## config.mk

```make
export PLATFORM = sky130hd
export DESIGN_NAME = rgb_to_hsv_pixel_converter
export DESIGN_NICKNAME = d
export VERILOG_FILES = /design/src/rtl/core/rhsv_pkg.sv /design/src/rtl/core/rhsv_sort.sv /design/src/rtl/core/rhsv_div.sv /design/src/rtl/core/rgb_to_hsv_pixel_converter.sv
export SDC_FILE = /design/constraint.sdc
export NUM_CORES = 1
export LEC_CHECK = 0
export BUFFER_PORTS_ARGS = -buffer_cell sky130_fd_sc_hd__buf_2
export CORE_MARGIN = 3
export CORE_UTILIZATION = 50
export CTS_CLUSTER_SIZE = 25
export DETAILED_ROUTE_END_ITERATION = 8
export MAX_ROUTING_LAYER = met4
export PLACE_DENSITY = 0.81
export SYNTH_ARGS = -nofsm -noshare
export SYNTH_HDL_FRONTEND = slang
export SYNTH_SLANG_ARGS = --single-unit
```

## constraint.sdc

```tcl
create_clock -name clk -period 8.7 [get_ports clk]
set_clock_uncertainty 0.15 [all_clocks]
set_input_delay 0 -clock clk [delete_from_list [all_inputs] [get_ports clk]]
set_output_delay 0 -clock clk [all_outputs]
set_load 0.05 [all_outputs]
```

## src/rtl/core/rhsv_pkg.sv

```systemverilog
package rhsv_pkg;

	localparam int CH_W       = 8;
	localparam int HUE_W      = 15;
	localparam int SAT_W      = 17;
	localparam int SAT_FRAC   = 16;
	localparam int DIV_Q_W    = 18;
	localparam int DIV_STEP   = 3;
	localparam int DIV_STAGES = DIV_Q_W / DIV_STEP;
	localparam int DIVIDEND_W = CH_W + DIV_Q_W;
	localparam int PIPE_STAGES = DIV_STAGES + 2;

	localparam logic [11:0] SECTOR_64 = 12'd3840;

	localparam logic [HUE_W-1:0] HUE_BASE_RED   = 15'd0;
	localparam logic [HUE_W-1:0] HUE_BASE_GREEN = 15'd7680;
	localparam logic [HUE_W-1:0] HUE_BASE_BLUE  = 15'd15360;
	localparam logic [HUE_W-1:0] HUE_WRAP       = 15'd23040;

	typedef struct packed {
		logic [CH_W-1:0] red;
		logic [CH_W-1:0] green;
		logic [CH_W-1:0] blue;
	} rhsv_rgb_t;

	typedef struct packed {
		logic [HUE_W-1:0] hue;
		logic [SAT_W-1:0] saturation;
		logic [CH_W-1:0]  brightness;
	} rhsv_hsv_t;

	typedef struct packed {
		logic [CH_W-1:0]  brightness;
		logic [CH_W-1:0]  delta;
		logic [CH_W-1:0]  hue_num;
		logic [HUE_W-1:0] hue_base;
		logic             hue_neg;
		logic             gray;
	} rhsv_sort_t;

	typedef struct packed {
		logic [CH_W-1:0]  brightness;
		logic [HUE_W-1:0] hue_base;
		logic             hue_neg;
		logic             gray;
	} rhsv_side_t;

	typedef struct packed {
		logic [DIV_STEP-1:0] q;
		logic [CH_W-1:0]     rem;
	} rhsv_step_t;

	function automatic rhsv_step_t div_step(input logic [CH_W-1:0] rem,
			input logic [DIV_STEP-1:0] bits, input logic [CH_W-1:0] d);
		logic [CH_W:0] r;
		rhsv_step_t    res;
		r = {1'b0, rem};
		res.q = '0;
		for (int i = DIV_STEP - 1; i >= 0; i--) begin
			r = {r[CH_W-1:0], bits[i]};
			if (r >= {1'b0, d}) begin
				r = r - {1'b0, d};
				res.q[i] = 1'b1;
			end
		end
		res.rem = r[CH_W-1:0];
		return res;
	endfunction

endpackage

```

## src/rtl/core/rhsv_sort.sv

```systemverilog
module rhsv_sort (
	input  logic                  clk,
	input  logic                  en,
	input  rhsv_pkg::rhsv_rgb_t   pix,
	output rhsv_pkg::rhsv_sort_t  sort_s1
);

	logic [rhsv_pkg::CH_W-1:0]  mx;
	logic [rhsv_pkg::CH_W-1:0]  mn;
	logic [rhsv_pkg::CH_W-1:0]  op_a;
	logic [rhsv_pkg::CH_W-1:0]  op_b;
	logic [rhsv_pkg::HUE_W-1:0] base_pos;
	logic [rhsv_pkg::HUE_W-1:0] base_neg;
	logic                       neg;
	rhsv_pkg::rhsv_sort_t       nxt;

	always_comb begin
		if (pix.red >= pix.green && pix.red >= pix.blue) begin
			mx       = pix.red;
			op_a     = pix.green;
			op_b     = pix.blue;
			base_pos = rhsv_pkg::HUE_BASE_RED;
			base_neg = rhsv_pkg::HUE_WRAP;
		end else if (pix.green >= pix.blue) begin
			mx       = pix.green;
			op_a     = pix.blue;
			op_b     = pix.red;
			base_pos = rhsv_pkg::HUE_BASE_GREEN;
			base_neg = rhsv_pkg::HUE_BASE_GREEN;
		end else begin
			mx       = pix.blue;
			op_a     = pix.red;
			op_b     = pix.green;
			base_pos = rhsv_pkg::HUE_BASE_BLUE;
			base_neg = rhsv_pkg::HUE_BASE_BLUE;
		end

		mn = pix.red;
		if (pix.green < mn) begin
			mn = pix.green;
		end
		if (pix.blue < mn) begin
			mn = pix.blue;
		end

		neg            = op_a < op_b;
		nxt.brightness = mx;
		nxt.delta      = mx - mn;
		nxt.hue_num    = neg ? (op_b - op_a) : (op_a - op_b);
		nxt.hue_base   = neg ? base_neg : base_pos;
		nxt.hue_neg    = neg;
		nxt.gray       = (mx == mn);
	end

	always_ff @(posedge clk) begin
		if (en) begin
			sort_s1 <= nxt;
		end
	end

endmodule

```

## src/rtl/core/rhsv_div.sv

```systemverilog
module rhsv_div (
	input  logic                                clk,
	input  logic [rhsv_pkg::DIV_STAGES-1:0]     en,
	input  logic [rhsv_pkg::DIVIDEND_W-1:0]     dividend,
	input  logic [rhsv_pkg::CH_W-1:0]           divisor,
	output logic [rhsv_pkg::DIV_Q_W-1:0]        quotient,
	output logic                                rem_nz
);

	logic [rhsv_pkg::CH_W-1:0]    rem_s [rhsv_pkg::DIV_STAGES];
	logic [rhsv_pkg::CH_W-1:0]    d_s   [rhsv_pkg::DIV_STAGES];
	logic [rhsv_pkg::DIV_Q_W-1:0] lo_s  [rhsv_pkg::DIV_STAGES];
	logic [rhsv_pkg::DIV_Q_W-1:0] q_s   [rhsv_pkg::DIV_STAGES];

	for (genvar k = 0; k < rhsv_pkg::DIV_STAGES; k++) begin : g_stage
		logic [rhsv_pkg::CH_W-1:0]    rem_in;
		logic [rhsv_pkg::CH_W-1:0]    d_in;
		logic [rhsv_pkg::DIV_Q_W-1:0] lo_in;
		logic [rhsv_pkg::DIV_Q_W-1:0] q_in;
		rhsv_pkg::rhsv_step_t         st;

		if (k == 0) begin : g_first
			assign rem_in = dividend[rhsv_pkg::DIVIDEND_W-1 -: rhsv_pkg::CH_W];
			assign lo_in  = dividend[rhsv_pkg::DIV_Q_W-1:0];
			assign q_in   = '0;
			assign d_in   = divisor;
		end else begin : g_next
			assign rem_in = rem_s[k-1];
			assign lo_in  = lo_s[k-1];
			assign q_in   = q_s[k-1];
			assign d_in   = d_s[k-1];
		end

		assign st = rhsv_pkg::div_step(rem_in,
			lo_in[rhsv_pkg::DIV_Q_W-1 -: rhsv_pkg::DIV_STEP], d_in);

		always_ff @(posedge clk) begin
			if (en[k]) begin
				rem_s[k] <= st.rem;
				d_s[k]   <= d_in;
				lo_s[k]  <= lo_in << rhsv_pkg::DIV_STEP;
				q_s[k]   <= {q_in[rhsv_pkg::DIV_Q_W-rhsv_pkg::DIV_STEP-1:0], st.q};
			end
		end
	end

	assign quotient = q_s[rhsv_pkg::DIV_STAGES-1];
	assign rem_nz   = |rem_s[rhsv_pkg::DIV_STAGES-1];

endmodule

```

## src/rtl/core/rgb_to_hsv_pixel_converter.sv

```systemverilog
// RGB to HSV converter, one pixel per clock while the output is not stalled.
// A pixel passes a stage that finds the largest and smallest channel, the
// stages of two parallel pipelined dividers that each resolve three quotient
// bits per stage, and an output register. Brightness is the
// largest channel, saturation is (max-min)/max with 16 fractional bits (0 for
// black), hue is degrees times 64, floored, and 0 for gray pixels. Each stage
// advances whenever the stage after it is empty or moving, so bubbles close
// up and a stalled result does not block new pixels until the pipeline fills.
module rgb_to_hsv_pixel_converter (
	input  logic                 clk,
	input  logic                 arst_n,
	input  logic                 pix_valid,
	output logic                 pix_stall,
	input  rhsv_pkg::rhsv_rgb_t  pix,
	output logic                 hsv_valid,
	input  logic                 hsv_stall,
	output rhsv_pkg::rhsv_hsv_t  hsv
);

	localparam int LAST = rhsv_pkg::PIPE_STAGES - 1;
	localparam int DLAST = rhsv_pkg::DIV_STAGES - 1;

	logic [rhsv_pkg::PIPE_STAGES-1:0] valid_q;
	logic [rhsv_pkg::PIPE_STAGES-1:0] move;

	rhsv_pkg::rhsv_sort_t sort_s1;
	rhsv_pkg::rhsv_side_t side_s [rhsv_pkg::DIV_STAGES];
	rhsv_pkg::rhsv_side_t side_last;
	rhsv_pkg::rhsv_hsv_t  hsv_q;
	rhsv_pkg::rhsv_hsv_t  hsv_nxt;

	logic [rhsv_pkg::DIVIDEND_W-1:0] hue_dividend;
	logic [rhsv_pkg::DIVIDEND_W-1:0] sat_dividend;
	logic [rhsv_pkg::DIV_Q_W-1:0]    hue_quot;
	logic [rhsv_pkg::DIV_Q_W-1:0]    sat_quot;
	logic                            hue_rem_nz;
	logic                            sat_rem_nz;
	logic [rhsv_pkg::HUE_W-1:0]      hue_term;

	always_comb begin
		move[LAST] = !valid_q[LAST] || !hsv_stall;
		for (int k = LAST - 1; k >= 0; k--) begin
			move[k] = !valid_q[k] || move[k+1];
		end
	end

	assign pix_stall = !move[0];

	always_ff @(posedge clk or negedge arst_n) begin
		if (!arst_n) begin
			valid_q <= '0;
		end else begin
			if (move[0]) begin
				valid_q[0] <= pix_valid;
			end
			for (int k = 1; k <= LAST; k++) begin
				if (move[k]) begin
					valid_q[k] <= valid_q[k-1];
				end
			end
		end
	end

	rhsv_sort u_sort (
		.clk     (clk),
		.en      (move[0]),
		.pix     (pix),
		.sort_s1 (sort_s1)
	);

	assign hue_dividend = rhsv_pkg::DIVIDEND_W'(sort_s1.hue_num)
		* rhsv_pkg::DIVIDEND_W'(rhsv_pkg::SECTOR_64);
	assign sat_dividend = rhsv_pkg::DIVIDEND_W'(sort_s1.delta) << rhsv_pkg::SAT_FRAC;

	rhsv_div u_hue_div (
		.clk      (clk),
		.en       (move[LAST-1:1]),
		.dividend (hue_dividend),
		.divisor  (sort_s1.delta),
		.quotient (hue_quot),
		.rem_nz   (hue_rem_nz)
	);

	rhsv_div u_sat_div (
		.clk      (clk),
		.en       (move[LAST-1:1]),
		.dividend (sat_dividend),
		.divisor  (sort_s1.brightness),
		.quotient (sat_quot),
		.rem_nz   (sat_rem_nz)
	);

	for (genvar k = 0; k < rhsv_pkg::DIV_STAGES; k++) begin : g_side
		if (k == 0) begin : g_first
			always_ff @(posedge clk) begin
				if (move[1]) begin
					side_s[0].brightness <= sort_s1.brightness;
					side_s[0].hue_base   <= sort_s1.hue_base;
					side_s[0].hue_neg    <= sort_s1.hue_neg;
					side_s[0].gray       <= sort_s1.gray;
				end
			end
		end else begin : g_next
			always_ff @(posedge clk) begin
				if (move[k+1]) begin
					side_s[k] <= side_s[k-1];
				end
			end
		end
	end

	assign side_last = side_s[DLAST];

	always_comb begin
		hue_term = hue_quot[rhsv_pkg::HUE_W-1:0];
		if (side_last.gray) begin
			hsv_nxt.hue = '0;
		end else if (side_last.hue_neg) begin
			hsv_nxt.hue = side_last.hue_base
				- (hue_term + rhsv_pkg::HUE_W'(hue_rem_nz));
		end else begin
			hsv_nxt.hue = side_last.hue_base + hue_term;
		end
		if (side_last.brightness == '0) begin
			hsv_nxt.saturation = '0;
		end else begin
			hsv_nxt.saturation = sat_quot[rhsv_pkg::SAT_W-1:0]
				| {rhsv_pkg::SAT_W{1'b0 & sat_rem_nz}};
		end
		hsv_nxt.brightness = side_last.brightness;
	end

	always_ff @(posedge clk) begin
		if (move[LAST]) begin
			hsv_q <= hsv_nxt;
		end
	end

	assign hsv_valid = valid_q[LAST];
	assign hsv       = hsv_q;

endmodule
```

### Yosys cells after proc, flatten, opt, wreduce, memory -nomap -nowiden

Memory sizes are Yosys's and may differ from the RTL's. A register that Yosys moved wholly into a read port is not among the register bits.
Cells that the tools add are included.
W data, S select, Z words.

* logic and storage cells: 230
* output and inout bits: 42
* RAM bits: 738
* memories kept: 9
* input port bits: 28
* register bits: 72

Memory list
* side_s: depth 6, width 25, rd ports 6, clocked after memory_dff 0, wr ports 6, RTL line rgb_to_hsv_pixel_converter.sv:27 `rhsv_pkg::rhsv_side_t side_s [rhsv_pkg::DIV_STAGES];`
* u_hue_div.q_s: depth 6, width 18, rd ports 6, clocked after memory_dff 0, wr ports 6, RTL line rhsv_div.sv:13 `logic [rhsv_pkg::DIV_Q_W-1:0] q_s [rhsv_pkg::DIV_STAGES];`
* u_sat_div.q_s: depth 6, width 18, rd ports 6, clocked after memory_dff 1, wr ports 6, RTL line rhsv_div.sv:13
* u_hue_div.lo_s: depth 6, width 15, rd ports 5, clocked after memory_dff 0, wr ports 6, RTL line rhsv_div.sv:12 `logic [rhsv_pkg::DIV_Q_W-1:0] lo_s [rhsv_pkg::DIV_STAGES];`
* u_sat_div.lo_s: depth 6, width 15, rd ports 5, clocked after memory_dff 0, wr ports 6, RTL line rhsv_div.sv:12
* u_hue_div.d_s: depth 6, width 8, rd ports 5, clocked after memory_dff 0, wr ports 6, RTL line rhsv_div.sv:11 `logic [rhsv_pkg::CH_W-1:0] d_s [rhsv_pkg::DIV_STAGES];`
* +3 memories

* $add $sub $neg: 42
* reductions and logical operators: 21
* multiplexer cells: 98
* eq/ne operators: 1
* multipliers: 1
* order comparisons: 42

Operators by type and width (number)
* $mux W8: 45
* $ge A9 B8 Y1: 34
* $sub A8 B8 Y8: 37
* $mux W15: 4
* $mux W1: 48
* $ge A8 B8 Y1: 3
* $lt A8 B8 Y1: 3
* $add A15 B1 Y15: 1
* $add A15 B15 Y15: 1
* $sub A15 B15 Y15: 1
* $mux W14: 1
* $mul A8 B4 Y12 const B: 1
* $logic_not A1 Y1: 10
* $eq A8 B8 Y1: 1
* $ge A3 B8 Y1: 1
* $ge A7 B8 Y1: 1
* $logic_not A8 Y1: 1
* $logic_or A1 B1 Y1: 8
* $reduce_or A8 Y1: 1
* $sub A3 B8 Y8: 1
* $sub A7 B8 Y8: 1
* $logic_and A1 B1 Y1: 1

### Logic depth before layout (Yosys ltp)

Gate-level depths: netlist of the first run.

* word-level depth: 10
* gate-level depth with buffers: 35

### Modules after synthesis

Synthesis of the first run repeated with hierarchy kept, for this count alone.

* cells, all modules: 3400
* area, all modules: 39544.2 sq um

Modules (own cells, without submodules)
* rhsv_div (u_hue_div): times used 1, sequential area each 5885.6 sq um, area an instance 13795.7 sq um, cells an instance 1205
* rhsv_div (u_sat_div): times used 1, sequential area each 5885.6 sq um, area an instance 13610.6 sq um, cells an instance 1211
* rgb_to_hsv_pixel_converter: times used 1, sequential area each 5905.7 sq um, area an instance 8745.9 sq um, cells an instance 585
* rhsv_sort: times used 1, sequential area each 930.9 sq um, area an instance 3392.0 sq um, cells an instance 399

### Worst setup path after synthesis of the first run

No wires, ideal clock.

* kind: flip-flop to flip-flop
* start: reg, netlist name u_sort.sort_s1[20]
* end: mem u_hue_div.rem_s[0][1] in the netlist's numbering, data pin
* setup time: 0.260 ns
* arrival: 8.183 ns
* clock period less this slack: 8.592 ns
* stages on the path, launching flop included: 36
* required time: 8.290 ns
* path slack: 0.108 ns
* cell sequence: edfxtp_1 -> inv_1 -> fa_1 -> fa_1 -> inv_1 -> ha_1 -> a21oi_1 -> nor2_1 -> a311o_1 -> o31ai_1 -> o21ai_0 -> xor2_1 -> ha_1 -> a21boi_0 -> o2111ai_1 -> mux2_2 -> inv_1 -> ha_1 -> nor2b_1 -> o21ai_0 -> nand2b_1 -> a211oi_1 -> o21ai_0 -> o211ai_1 -> nand2_1 -> mux2i_1 -> ha_1 -> nor2b_1 -> o21ai_0 -> a21boi_0 -> o21ai_0 -> a21oi_1 -> nor3_1 -> a21oi_1 -> a311oi_2 -> mux2_2

RTL lines
* to (decl): RTL line rhsv_div.sv:10 `logic [rhsv_pkg::CH_W-1:0] rem_s [rhsv_pkg::DIV_STAGES];`

==> qor.yml, run 1 <==
status: "finished clean"
fp.dieH_um: 253
crit_path_start_kind: "flop"
clock_latency_ns: 0.58
max_slew_margin_pct: 24.0
area_delta_synth_final_pct: 10.7
max_freq_mhz: 120
globalplace.congestion: 0.942
synth.most_common_cell: "edfxtp_1"
grt_pass1_wl_mm: 105
ant_nets: 0
fp.dieW_um: 253
hold_path.class: "input port to flop"
num_rows: 89
drive_gt1_share_pct: 12.3
syn_nets: 3342
slowest_delay_ns: 0.51
top_usage_layer: "met2"
async_flop_share_pct: 1.95
grt-ovfl-total: 0
cp_slowest_cell: "fa_1"
num_vias: 21800
drt_iter0_drc: 1288
ys_seq_area_share_pct: 40.3
fin_crit_sh_pct: 95.9
synth.top_cell.area_share_pct: 39.6
ys_ff_latch: 411
critPathCaptureType: "flop"
num_io_pins: 70
diodes: 0
finalHoldViolations: 0
grt_use_met3_pct: 2.29
cts-htree-levels: 2
yosysWarnings: 0
finalWirelength_mm: 62.9
cap_violations: 0
dieArea_sq_um: 64100
vias_per_cell: 5.66
arrival_ns: 8.52
setup_viol_count_final: 0
syn_area_sq_um: 30500
grt_max_degree: 67
core_sq_um: 59700
ys_top_cells_by_count: "edfxtp_1 (403), ha_1 (361), inv_1 (286), nor2_1 (216), a21oi_1 (206)"
syn_avg_cell_area_sq_um: 10.5
clock_path_buffers: 3
crit_top_cell: "ha_1"
tightest_slew_ns: 1.14
ys_top_cells_by_area: "edfxtp_1 (40%), ha_1 (15%), mux2_2 (5.1%)"
grt_pass1_vias: 21900
n_fill_cell: 4893
clk_pin_slew_ns: 0.06
cts_buffers: 46
fin_crit_ns: 8.34
cts_root_buf: "clkbuf_16"
syn_inst: 2915
cts.sinks: 411
use_met1_pct: 24.8
drcViolationCount: 0
maxSlewViolCount: 0
finalSetupTns_ns: 0
synth-edff-count: 403
grt_use_total_pct: 20.1
initial_core_util_pct: 51.2
crit_type: "flop to flop"
worstPathMaxFanout: 8
first_pass_iters: 6
portBuffers: 69
synth_cell_type_count: 80
synthFlopType: "edfxtp_1"
synth_area_leader_cell: "edfxtp_1"
dp_hpwl_mm: 46.8
cp_data_required_time_ns: 8.88
antenna_found_initial: 0
cts_tree: "yes"
avgRoutedWirePerCell_um: 16.3
final_nets: 3473
met2_usage_pct: 34.7
## critical path, delay by kind of cell (launching register included)
family	cells	cell delay (ns)
AO/OA/AOI/OAI	15	2.83
adder cells (fa/ha/maj)	6	2.29
multiplexers	3	1.01
buffers and inverters	5	0.60
AND/OR/NAND/NOR	5	0.59
flip-flops	1	0.43
XOR/XNOR	1	0.20
## metal layers
metal,up-vias,part of all wire [%]
li1,10900,-
met1,10300,44
met2,478,49
met3,131,4.0
met4,0,2.9
met5,-,0
## cell usage in the layout (no fill, tap or decap), drive strengths merged, types with 12 or more instances in the layout
master / Yosys / final
a211oi: 23 / 23
a21boi: 15 / 15
a21o: 68 / 68
a21oi: 207 / 207
a31oi: 15 / 15
and2: 34 / 34
and3: 17 / 17
and4: 12 / 12
buf: 9 / 100
clkbuf: 30 / 51
clkinv: 1 / 17
dlygate4sd3: 0 / 22
edfxtp: 403 / 403
fa: 38 / 38
ha: 361 / 361
inv: 288 / 295
mux2: 140 / 140
mux2i: 52 / 52
nand2: 124 / 124
nand2b: 67 / 67
nand3: 32 / 32
nand4: 22 / 22
nor2: 217 / 217
nor2b: 60 / 60
nor3: 56 / 56
o21a: 42 / 42
o21ai: 189 / 189
o21bai: 24 / 24
o31a: 16 / 16
o31ai: 12 / 12
or2: 16 / 16
or3: 12 / 12
xnor2: 124 / 124
xor2: 71 / 71
## logic make-up (layout without fill, tap and decap cells)
family / after synthesis / count (layout) / share of synthesized area (%)
AO/OA/AOI/OAI: 696 / 696 / 14.6
XOR/XNOR: 195 / 195 / 5.59
adder cells (fa/ha/maj): 399 / 399 / 17.3
buffers and inverters: 328 / 496 / 4.07
flip-flops: 411 / 411 / 40.3
multiplexers: 192 / 192 / 6.89
AND/OR/NAND/NOR: 694 / 694 / 11.3
## stage by stage
step / instances / hold WS [ns] / util [%] / setup WS (ns) / cell area [sq um]
after floorplan: 2915 / -0.446 / - / 0.108 / 30500
after global placement: 3739 / -0.272 / 53.4 / 0.0827 / 31900
after detailed placement: 3739 / -0.269 / 53.4 / -0.0720 / 31900
after CTS: 3846 / 0.00488 / 56.4 / 0.00291 / 33700
after global routing: 3856 / 0.0451 / 56.6 / -0.0712 / 33800
final: 3856 / 0.0350 / 56.6 / 0.356 / 33800
## registers in the layout, indices dropped and copies added, names as in the netlist, 38 cells and up
| register | cells |
|---|---|
| u_sat_div.d_s | 38 |
| u_hue_div.rem_s | 48 |
| u_sat_div.rem_s | 40 |
| u_hue_div.q_s | 45 |
| u_sat_div.q_s | 57 |
| side_s | 52 |
| u_hue_div.d_s | 40 |
| hsv | 40 |
## worst paths after layout
check                      cells after the start               endpoint  slack (ns)                from
max in group asynchronous                      3             valid_q[6]        7.71              arst_n
min in group asynchronous                      3             valid_q[0]        0.34              arst_n
max                                           35  u_hue_div.rem_s[0][4]        0.36  u_sort.sort_s1[19]
min                                            4     u_sort.sort_s1[23]        0.03             pix[14]
max reg2reg                                   35  u_hue_div.rem_s[0][4]        0.36  u_sort.sort_s1[19]
min reg2reg                                    0          side_s[4][14]        0.26       side_s[3][14]
## area by class of cell
type | instances | area (sq um) | area share (%)
clock inverter | 34 | 354 | 1.05
inverter | 289 | 1080 | 3.21
clock buffer | 51 | 1210 | 3.58
multi-input combinational | 2176 | 17100 | 50.5
tap | 773 | 967 | 2.86
sequential | 411 | 12300 | 36.4
timing repair buffer | 122 | 798 | 2.36
## what timing repair did
item                                   in CTS  in global routing
setup buffers                               0                 10
hold buffers                               22                  0
setup endpoints to repair                   6                  8
pin swaps                                   0                  5
gates resized for setup                     3                 15
endpoints found under the hold margin      22                  0
Power of run 1 is left out: the tool's default activity adds up to more than one toggle a clock period on the data nets, which glitch-free logic cannot reach.
==> run 2: changes to the inputs <==
--- a/config.mk
+++ b/config.mk
@@ -6,12 +6,14 @@
 export NUM_CORES = 1
 export LEC_CHECK = 0
 export BUFFER_PORTS_ARGS = -buffer_cell sky130_fd_sc_hd__buf_2
+export CELL_PAD_IN_SITES_DETAIL_PLACEMENT = 1
+export CELL_PAD_IN_SITES_GLOBAL_PLACEMENT = 1
 export CORE_MARGIN = 3
-export CORE_UTILIZATION = 50
+export CORE_UTILIZATION = 47
 export CTS_CLUSTER_SIZE = 25
 export DETAILED_ROUTE_END_ITERATION = 8
 export MAX_ROUTING_LAYER = met4
-export PLACE_DENSITY = 0.81
+export PLACE_DENSITY = 0.9
 export SYNTH_ARGS = -nofsm -noshare
 export SYNTH_HDL_FRONTEND = slang
 export SYNTH_SLANG_ARGS = --single-unit
==> run 2 against run 1 <==
Effect of this change:
- wire length rose by 50%
- die area increased by 6.2%
- sequential cell count unchanged
- final cell count grew 2.1%
- hold slack got worse by 0.0077 ns
- register-to-register slack worse by 0.32 ns
- fmax is 3.7% lower
- clock-buffer cell count is 1 higher
- sequential share of layout area is 0.25 points lower
- highest routed layer unchanged
==> qor.yml, run 2 (same netlist as run 1, synthesis figures left out) <==
status: "finished clean"
rsz0062_at_grt: "yes"
arrival_ns: 8.85  # +0.33 ns
initial_core_util_pct: 48.0  # -3.2 points
multiInputGateArea_sq_um: 17200  # +0.48%
cp_data_required_time_ns: 8.89  # about the same
dieArea_sq_um: 68100  # +6.2%
top_regs: "u_sat_div.q_s: 57 flops, side_s: 52 flops, u_hue_div.rem_s: 48 flops"
ant_nets: 0  # unchanged
clk_pin_slew_ns: 0.07  # about the same
clock_latency_ns: 0.61  # +0.03 ns
maxSlewViolCount: 0  # unchanged
area_delta_synth_final_pct: 11.5
drive_gt1_share_pct: 12.9  # +0.59 points
portBuffers: 69  # unchanged
grt_max_degree: 67  # unchanged
grt-ovfl-total: 0  # unchanged
fp.dieW_um: 261  # +3.1%
grt_pass1_wl_mm: 146  # +40%
drt_iter0_drc: 1755  # +36%
final_cell_area_sq_um: 34000  # +0.70%
num_io_pins: 70  # unchanged
globalplace.congestion: 0.878  # -6.8%
cts-htree-levels: 2  # unchanged
core_sq_um: 63700  # +6.6%
grt_use_total_pct: 27.8  # +7.7 points
grt_pass1_vias: 26300  # +20%
mostFrequentLayoutCell: "edfxtp_1"
first_pass_iters: 6  # unchanged
top_register: "u_sat_div.q_s"
antenna_found_initial: 2  # +2
timing.rr.start: "u_sort.sort_s1[19]"
worstPathMaxFanout: 8  # unchanged
fp.dieH_um: 261  # +3.1%
slowest_delay_ns: 0.55  # +0.04 ns
finalWirelength_mm: 94.3  # +50%
avgRoutedWirePerCell_um: 23.9  # +47%
cp_num_buf_inv: 4  # -1
fin_crit_sh_pct: 99.6  # +3.7 points
crit_path_start_kind: "flop"
cts_root_buf: "clkbuf_16"
placed_area_sq_um: 32000  # +0.31%
num_vias: 24300  # +11%
cts_tree: "yes"
crit_family: "compound AO/OA/AOI/OAI gates"
seqCellArea_sq_um: 12300  # unchanged
num_rows: 92  # +3.4%
drcViolationCount: 0  # unchanged
hold_path.class: "input port to flop"
critPathCaptureType: "flop"
largest_reg_flops: 57  # unchanged
pre_cts_ws_ns: -0.387  # -0.315 ns
cp_slowest_cell: "fa_1"
tightest_slew_ns: 1.27  # +0.137 ns
final_nets: 3482  # +0.26%
crit_type: "flop to flop"
dp_hpwl_mm: 63.8  # +36%
fin_ws_ns: 0.0369  # -0.320 ns
worstSetupStartpoint: "u_sort.sort_s1[19]"
final_cell_mix: "edfxtp_1 (403), ha_1 (355), inv_1 (284)"
n_fill_cell: 6924  # +42%
max_freq_mhz: 115  # -3.7%
hold_ws_ns: 0.0273  # -0.00773 ns
clock_path_buffers: 3  # unchanged
max_slew_margin_pct: 14.8  # -9.1 points
vias_per_cell: 6.17  # +9.0%
hp-start: "pix[4]"
cts.sinks: 411  # unchanged
cap_violations: 0  # unchanged
fin_crit_ns: 8.66  # +0.320 ns
setup_viol_count_final: 0  # unchanged
cts_buffers: 45  # -2.2%
finalHoldViolations: 0  # unchanged
## run 2: metal layers
metal  vias to the layer above  wire length (um)  GRT usage (%)
met5                         -                 0              -
met4                         0              5500           14.1
met3                       411              5040           4.01
met2                      1005             47900           49.1
met1                     12000             35900           30.6
li1                      10900                 -              -
## run 2: repair_timing
action                                 in CTS  in global routing
endpoints found under the hold margin      23                  0
buffers inserted                            4                 14
cloned                                      0                  0
setup endpoints to repair                   8                 24
hold buffers                               23                  0
resized for setup                           9                 26
pin swaps                                   1                 21
## run 2: final cells by class
type                            count  share of cell area, %
Clock buffer                       52                   3.54
Timing Repair Buffer              132                   2.62
Antenna cell                        2                 0.0147
Clock inverter                     30                  0.959
Tap cell                          846                   3.11
Sequential cell                   411                   36.1
Multi-Input combinational cell   2176                   50.4
Inverter                          289                   3.19
## run 2: worst register-to-register path, delay by kind of cell (launching register included)
family          cells  cell delay, ns
xor+xnor            1            0.18
fa+ha+maj           6            2.33
buf+inv             4            0.61
compound gates     17            2.91
mux                 3            0.99
flops               1            0.44
simple gates        5            0.81
## run 2: final timing paths
check	endpoint	slack (ns)	cells past startpoint
min in group asynchronous	valid_q[0]	0.33	3
worst max register to register	u_hue_div.rem_s[0][3]	0.04	36
worst max-delay path	u_hue_div.rem_s[0][3]	0.04	36
worst min-delay path	u_sort.sort_s1[29]	0.03	4
max in group asynchronous	valid_q[2]	7.72	3
worst min register to register	u_hue_div.q_s[4][9]	0.27	0
## run 2: through the flow
step	utilization [%]	setup TNS (ns)	std cells
floorplan	-	0	2915
global placement	50.2	0	3813
detailed placement	50.2	-2.53	3813
CTS	53.1	0	3922
global route	53.5	-2.09	3938
finish	53.5	0	3938
Power of run 2 is left out for the same reason.
